<file path="config.mk">
export PLATFORM = sky130hd
export DESIGN_NAME = tlvmc_front
export DESIGN_NICKNAME = d
export VERILOG_FILES = /design/src/tlvmc_pkg.sv /design/src/tlvmc_front.sv
export SDC_FILE = /design/constraint.sdc
export NUM_CORES = 1
export LEC_CHECK = 0
export BUFFER_PORTS_ARGS = -buffer_cell sky130_fd_sc_hd__buf_2
export CORE_MARGIN = 10
export CORE_UTILIZATION = 45
export CTS_BUF_LIST = sky130_fd_sc_hd__clkbuf_8
export CTS_CLUSTER_SIZE = 20
export DETAILED_ROUTE_END_ITERATION = 16
export GPL_TIMING_DRIVEN = 0
export MAX_ROUTING_LAYER = met4
export PLACE_DENSITY_LB_ADDON = 0.3
export SLEW_MARGIN = 25
export SYNTH_ARGS = -nofsm -noshare
export SYNTH_HDL_FRONTEND = slang
export SYNTH_SLANG_ARGS = --single-unit
</file>
<file path="constraint.sdc">
create_clock -name clock -period 13.3 [get_ports clock]
set_clock_uncertainty 0.05 [all_clocks]
set_input_delay 3.325 -clock clock [delete_from_list [all_inputs] [get_ports clock]]
set_output_delay 3.325 -clock clock [all_outputs]
set_load 0.05 [all_outputs]
</file>
<file path="src/tlvmc_pkg.sv">
// types and constants of the tlv message checker
package tlvmc_pkg;

   typedef enum logic [1:0] {
      PH_MSG_HDR = 2'd0,
      PH_REC_HDR = 2'd1,
      PH_PAYLOAD = 2'd2
   } phase_type;

   typedef enum logic [2:0] {
      ERR_OK         = 3'd0,
      ERR_SHORT      = 3'd1,
      ERR_BAD_HEADER = 3'd2,
      ERR_OVERRUN    = 3'd3,
      ERR_TOO_LONG   = 3'd4
   } err_type;

   localparam logic KIND_MATCH   = 1'b0;
   localparam logic KIND_VERDICT = 1'b1;

   localparam logic CSR_IDX_RAW_TYPE = 1'b0;
   localparam logic CSR_IDX_WANTED   = 1'b1;
   localparam int   CSR_ADDR_W       = 3;

   localparam logic [31:0] HDR_BYTES    = 32'd8;
   localparam logic [2:0]  HDR_LAST_IDX = 3'd7;

   localparam int QUEUE_DEPTH = 4;
   localparam int QPTR_W      = $clog2(QUEUE_DEPTH);

   // what one input byte produced: an optional match and an optional verdict
   typedef struct packed {
      logic        has_match;
      logic [15:0] match_offset;
      logic [31:0] match_size;
      logic        has_verdict;
      err_type     verdict_err;
   } event_type;

endpackage

</file>
<file path="src/tlvmc_front.sv">
// byte parser: walks headers and records, classifies each byte into events
module tlvmc_front #(
   parameter int MAX_MSG_BYTES = 65536
) (
   input  logic                 clock,
   input  logic                 reset,
   input  logic                 accept,
   input  logic [7:0]           data_byte,
   input  logic                 last_byte,
   input  logic [7:0]           raw_type_code,
   input  logic [31:0]          wanted_type,
   output logic                 push,
   output tlvmc_pkg::event_type push_event
);

   localparam int CNT_W = $clog2(MAX_MSG_BYTES + 2);
   localparam logic [CNT_W-1:0] MAX_CNT = CNT_W'(MAX_MSG_BYTES);

   tlvmc_pkg::phase_type phase_ff, phase_in, phase_adv;
   logic [CNT_W-1:0]     cnt_ff, cnt_in, cnt_adv;
   logic [2:0]           hdr_cnt_ff, hdr_cnt_in, hdr_cnt_adv;
   logic                 too_long_ff, too_long_in, too_long_adv;
   logic                 type_ok_ff, type_ok_in, type_ok_adv;
   logic [31:0]          declared_ff, declared_in, declared_adv;
   logic [31:0]          payload_left_ff, payload_left_in;
   logic [63:0]          shift_ff, shift_in;

   logic        in_header;
   logic        hdr_done;
   logic [31:0] lo_word;
   logic [31:0] hi_word;
   logic [31:0] cnt_ext;
   logic        match;
   tlvmc_pkg::err_type verdict_err;

   assign in_header = (phase_ff != tlvmc_pkg::PH_PAYLOAD);
   assign hdr_done  = in_header && (hdr_cnt_ff == tlvmc_pkg::HDR_LAST_IDX);
   assign shift_in  = in_header ? {data_byte, shift_ff[63:8]} : shift_ff;
   assign lo_word   = shift_in[31:0];
   assign hi_word   = shift_in[63:32];

   // next phase
   always_comb begin
      phase_adv = phase_ff;
      unique case (phase_ff)
         tlvmc_pkg::PH_MSG_HDR: begin
            if (hdr_done) phase_adv = tlvmc_pkg::PH_REC_HDR;
         end
         tlvmc_pkg::PH_REC_HDR: begin
            if (hdr_done && hi_word != 32'd0) phase_adv = tlvmc_pkg::PH_PAYLOAD;
         end
         tlvmc_pkg::PH_PAYLOAD: begin
            if (payload_left_ff == 32'd1) phase_adv = tlvmc_pkg::PH_REC_HDR;
         end
         default: phase_adv = tlvmc_pkg::PH_MSG_HDR;
      endcase
      phase_in = last_byte ? tlvmc_pkg::PH_MSG_HDR : phase_adv;
   end

   // counters, header fields and events
   always_comb begin
      cnt_adv      = (cnt_ff <= MAX_CNT) ? cnt_ff + CNT_W'(1) : cnt_ff;
      too_long_adv = too_long_ff || (cnt_adv > MAX_CNT);
      hdr_cnt_adv  = in_header ? hdr_cnt_ff + 3'd1 : hdr_cnt_ff;
      cnt_ext      = 32'(cnt_adv);

      type_ok_adv  = type_ok_ff;
      declared_adv = declared_ff;
      if (hdr_done && phase_ff == tlvmc_pkg::PH_MSG_HDR) begin
         type_ok_adv  = (lo_word[7:0] == raw_type_code);
         declared_adv = hi_word;
      end

      payload_left_in = payload_left_ff;
      if (phase_ff == tlvmc_pkg::PH_PAYLOAD) begin
         payload_left_in = payload_left_ff - 32'd1;
      end else if (hdr_done && phase_ff == tlvmc_pkg::PH_REC_HDR) begin
         payload_left_in = hi_word;
      end

      match = hdr_done && (phase_ff == tlvmc_pkg::PH_REC_HDR) &&
              (lo_word == wanted_type) && !too_long_adv;

      if (too_long_adv) begin
         verdict_err = tlvmc_pkg::ERR_TOO_LONG;
      end else if (cnt_ext < tlvmc_pkg::HDR_BYTES) begin
         verdict_err = tlvmc_pkg::ERR_SHORT;
      end else if (!type_ok_adv || declared_adv != cnt_ext - tlvmc_pkg::HDR_BYTES) begin
         verdict_err = tlvmc_pkg::ERR_BAD_HEADER;
      end else if (phase_adv == tlvmc_pkg::PH_PAYLOAD || hdr_cnt_adv != 3'd0) begin
         verdict_err = tlvmc_pkg::ERR_OVERRUN;
      end else begin
         verdict_err = tlvmc_pkg::ERR_OK;
      end

      // a final byte starts the next message from scratch
      cnt_in      = last_byte ? '0 : cnt_adv;
      too_long_in = last_byte ? 1'b0 : too_long_adv;
      hdr_cnt_in  = last_byte ? 3'd0 : hdr_cnt_adv;
      type_ok_in  = last_byte ? 1'b0 : type_ok_adv;
      declared_in = last_byte ? 32'd0 : declared_adv;

      push                    = accept && (match || last_byte);
      push_event.has_match    = match;
      push_event.match_offset = cnt_ext[15:0];
      push_event.match_size   = hi_word;
      push_event.has_verdict  = last_byte;
      push_event.verdict_err  = verdict_err;
   end

   always_ff @(posedge clock) begin
      if (reset) begin
         phase_ff        <= tlvmc_pkg::PH_MSG_HDR;
         cnt_ff          <= '0;
         hdr_cnt_ff      <= 3'd0;
         too_long_ff     <= 1'b0;
         type_ok_ff      <= 1'b0;
         declared_ff     <= 32'd0;
         payload_left_ff <= 32'd0;
      end else if (accept) begin
         phase_ff        <= phase_in;
         cnt_ff          <= cnt_in;
         hdr_cnt_ff      <= hdr_cnt_in;
         too_long_ff     <= too_long_in;
         type_ok_ff      <= type_ok_in;
         declared_ff     <= declared_in;
         payload_left_ff <= payload_left_in;
      end
   end

   always_ff @(posedge clock) begin
      if (accept) shift_ff <= shift_in;
   end

endmodule

</file>
# Word-level counts from Yosys, hierarchy flattened
# Index checks and enable logic that the tools add are counted.
[word_totals]
input_bits = 52
regBits = 152
out_inout_bits = 54
elab_cells = 63
[op_classes]
reduce_logical = 18
n_lt_le_gt_ge = 3
add_sub_neg = 4
eq_ne = 9
n_mux = 21
[op_table]
columns = ["cell", "n"]
rows = [
  ["$mux W32", 4],
  ["$mux W64", 1],
  ["$mux W17", 2],
  ["$eq A32 B1 Y1 const B", 1],
  ["$eq A32 B32 Y1", 1],
  ["$ne A32 B32 Y1", 1],
  ["$reduce_bool A32 Y1", 1],
  ["$sub A32 B1 Y32 const B", 1],
  ["$sub A17 B4 Y18 const B", 1],
  ["$add A17 B1 Y17 const B", 1],
  ["$gt A17 B17 Y1 const B", 1],
  ["$le A17 B17 Y1 const B", 1],
  ["$lt A17 B4 Y1 const B", 1],
  ["$mux W2", 7],
  ["$mux W3", 3],
  ["$eq A8 B8 Y1", 1],
  ["$logic_and A1 B1 Y1", 7],
  ["$pmux W2 S3", 1],
  ["$eq A2 B2 Y1 const B", 2],
  ["$logic_or A1 B1 Y1", 4],
  ["$add A3 B1 Y3 const B", 1],
  ["$eq A3 B3 Y1 const B", 1],
  ["$mux W1", 3],
  ["$reduce_bool A3 Y1", 1],
  ["other kinds (6)", 7],
]

# Depth between registers and ports, before layout
[depth]
depth_word = 12
ltp_mapped = 16
mapped_depth_nobuf = 15

# Least setup slack after synthesis
# OpenSTA, ideal clock, no wires.
[synth_path]
path_kind = "input -> output"
start = "input port raw_type_code[1]"
end = "output port push_event[0] (netlist name)"
arrival_ps = 5605
required_time_ps = 9925
slack_ps = 4320
stages = 8
n_path_buf = 0
path_cell_list = "xor2_1 > o32a_1 > o41ai_2 > o2111ai_1 > nor4_1 > o2111ai_1 > a2111o_1 > a21oi_2"
[synth_rtl]
columns = ["element", "line_no", "text"]
rows = [
  ["start: declaration", "tlvmc_front.sv:10", "input logic [7:0] raw_type_code,"],
  ["end: declaration", "tlvmc_front.sv:13", "output tlvmc_pkg::event_type push_event"],
]

==> summary.md <==
| Metric | Value |
|---|---|
| Hold EP | payload_left_ff[16]$_SDFFE_PP0P_ |
| Met3 Resource Use GR | 0.0566 |
| Grt peak-use layer | met2 |
| Hold Crit Depth | 2 |
| Nets | 1,335 |
| Status | completed |
| Port Buffers | 104 |
| CTS tree | built |
| Hold crit path type | reg -> reg |
| First DRT Iteration DRCs | 1,146 |
| GRT Util Overall | 0.238 |
| Post-DP HPWL | 24,900 um |
| Top-count cell post-synth | nand2_1 |
| Depth of the CTS H-tree | 4 |
| Clock sink total | 152 |
| Worst vdd ir | 79.2 uV |
| Vias in the first global route | 9,040 |
| Final WL | 33,100 um |
| Largest net degree at the start of global routing | 54 |
| Post-Synthesis Cells | 1,152 |
| Number of enable flip-flop cells after synthesis | 64 |
| Placed instance area | 0.0105 sq mm |
| Initial antenna violation count | 0 |
| Syn_area_per_cell | 8.31 sq um |
| CP max-delay cell | o41ai_2 |
| Bufs on Longest Clock Path | 2 |
| RSZ-0062 raised after global routing | false |
| LEAKAGE | 4.31 nW |
| Async set or reset register ratio after synthesis | 0 |
| Mapped Area | 0.00957 sq mm |
| DR WL/cell | 21.2 um |
| Largest cells by area after synthesis | edfxtp_1 20%, dfxtp_1 18%, nand2_1 8.2% |
| Period minus WS final | 9.82 ns |
| Crit-path leading delay family | compound AO/OA/AOI/OAI gates |
| CP endpoint kind | primary output |
| TritonRoute pass-1 iters | 6 |
| # Max-Cap Violations | 0 |
| Grt ovf | 0 |
| Period utilisation layout | 0.739 |
| Setup TNS Final | 0 ns |
| Detailed-route via count | 9,350 |
| Worst skew pair latency | 0.47 ns |
| Kind of critical path | in -> out |
| Crit path DAT | 6.45 ns |
| # fillers | 2,026 |
| Met2 Use GR | 0.374 |
| Post-CTS Resized | 0 |
| Syn. warnings | 0 |
| Cells on worst reg2reg path | 9 |
| Die Ht | 166 um |
| Layout area overhead | 14.0% |
| Met1 Use GR | 0.294 |
| Core area | 0.0210 sq mm |
| Placement Rows | 53 |
| GPL Wtd Cong | 1.01 |
| Final hold viol count | 0 |
| Achievable frequency | 0.102 GHz |
| Post-cts hold buffer count | 0 |
| Reg-to-Reg End | shift_ff[60]$_DFFE_PP_ |
| Sequential area share after synthesis | 0.385 |
| Antenna Nets Post-Route | 0 |
| Clock Pin Slew Worst Setup and Hold Paths | 0.08 ns |
| Area share of the largest cell type after synthesis | 0.201 |
| Crit path cell chain | buf_2 > xor2_1 > a221oi_1 > a31oi_1 > o41ai_2 > o2111ai_1 > nor4_1 > o2111ai_1 > a2111o_1 > a21oi_2 > buf_2 |
| Area leader, netlist | edfxtp_1 |
| Worst Path Max Fanout | 2 |
| Starting density of the core | 0.457 |
| First-pass GRT wire length | 51,600 um |
| Vias/cell | 5.98 |
| I/O pins | 106 |
| Final setup fails | 0 |
| Critical path's largest stage delay | 0.62 ns |
| Synth Register Bits | 152 |
| Mapped Nets | 1,211 |
| Clock root buffer | clkbuf_8 |
| CTS Buf Count | 17 |
| Proportion of layout cells with a drive suffix above 1 | 0.178 |
| CP Launch Type | input pin |
| Post-route cell area | 0.0109 sq mm |
| Max_slew headroom | 0.402 |
| Die area | 0.0275 sq mm |
| Post CTS Setup Buffer Count | 0 |
| Top_reg_cell synth | dfxtp_1 |
| Worst R2R Setup Slack | 9.48 ns |
| Max-slew violations | 0 |
| WP buf/inv | 2 |
| Hold path start | payload_left_ff[16]$_SDFFE_PP0P_ |
| Die Wd | 166 um |
| # diodes | 0 |
| Yosys cell types | 85 |
| Pwr/cell area | 94.3 mW/mm^2 |
| DR DRC count | 0 |
| WP data required | 9.93 ns |
| Startpoint of the worst-slack reg-to-reg timing path | phase_ff[1]$_SDFFE_PP0P_ |
| Worst-margin pin slew | 0.895 ns |
| Post-synth top cells | 209 x nand2_1, 116 x nor2_1, 88 x dfxtp_1, 64 x edfxtp_1, 53 x o21ai_0 |
-- metrics by stage --
stage	hold slack, ns	total power, mW	utilization	setup slack, ns	std cells
after global placement	0.409	0.628	0.498	3.57	1531
after floorplan	0.394	0.584	-	4.32	1152
final	0.435	1.03	0.521	3.48	1564
after global routing	0.464	1.06	0.521	3.34	1564
after CTS	0.436	1.03	0.521	3.51	1564
after detailed placement	0.421	0.630	0.500	3.57	1532
-- cells by family after synthesis --
kind of cell,count (synthesis),share of synthesized area
simple gates,517,0.262
flops,152,0.385
buf+inv,134,0.0722
compound gates,253,0.185
xor+xnor,63,0.0591
mux,26,0.0278
fa+ha+maj,7,0.00915
-- state kept, by name, summed over array words and instances, names as in the netlist --
signal and count:
payload_left_ff 32, too_long_ff 1, declared_ff 32, phase_ff 2, shift_ff 64, hdr_cnt_ff 3, cnt_ff 17, type_ok_ff 1
-- layout make-up --
class	count	area [sq um]	area share
Inverter	28	105	0.00963
Buffer	106	586	0.0537
Clock buffer	18	248	0.0227
Sequential cell	152	3680	0.338
Clock inverter	14	195	0.0179
Tap cell	275	344	0.0315
Multi-Input combinational cell	866	5200	0.476
Timing Repair Buffer	105	551	0.0505
-- where the power goes --
part / switching [mW] / internal (mW)
sequential: 0.0146 / 0.499
combinational: 0.0736 / 0.0342
clock: 0.197 / 0.211
-- placed cells by master, fill, tap and decap left out, types with 9 or more instances in the layout --
cell      count
mux2i_1      21
nor2_1      116
nor4_1       30
inv_1        29
o22ai_1      13
dfxtp_1      88
edfxtp_1     64
clkbuf_8     18
buf_4        40
a211oi_1     11
or4_1         9
nand4_1      24
xnor2_1      19
nand2_1     209
o21ai_0      53
nand3_1      17
a22oi_1      47
a31oi_1      10
a21oi_1      48
clkbuf_1     48
nor2b_1      16
buf_2       112
nor3_1       32
xor2_1       43
-- worst max-delay path by stage --
| stage | slack (ns) | start | cells after the start | to |
|---|---|---|---|---|
| after floorplan | 4.32 | raw_type_code[1] | 8 | push_event[0] |
| after global placement | 3.57 | raw_type_code[5] | 11 | push_event[0] |
| after detailed placement | 3.57 | raw_type_code[5] | 11 | push_event[0] |
| after CTS | 3.51 | raw_type_code[5] | 11 | push_event[0] |
| after global routing | 3.34 | raw_type_code[5] | 11 | push_event[0] |
| final | 3.48 | raw_type_code[5] | 11 | push_event[0] |
-- layer usage --
metal / wire (um) / up-vias
met3: 3040 / 69
met5: 0 / -
met2: 15400 / 465
li1: - / 4393
met4: 928 / 0
met1: 13800 / 4423
-- worst register-to-register path, delay by kind of cell, from the launching register on --
family                 cells  cell delay, ns
buffers and inverters      6            2.82
DFF                        1            0.46
and+or+nand+nor            3            0.36
(Power assumes the default switching activity.)
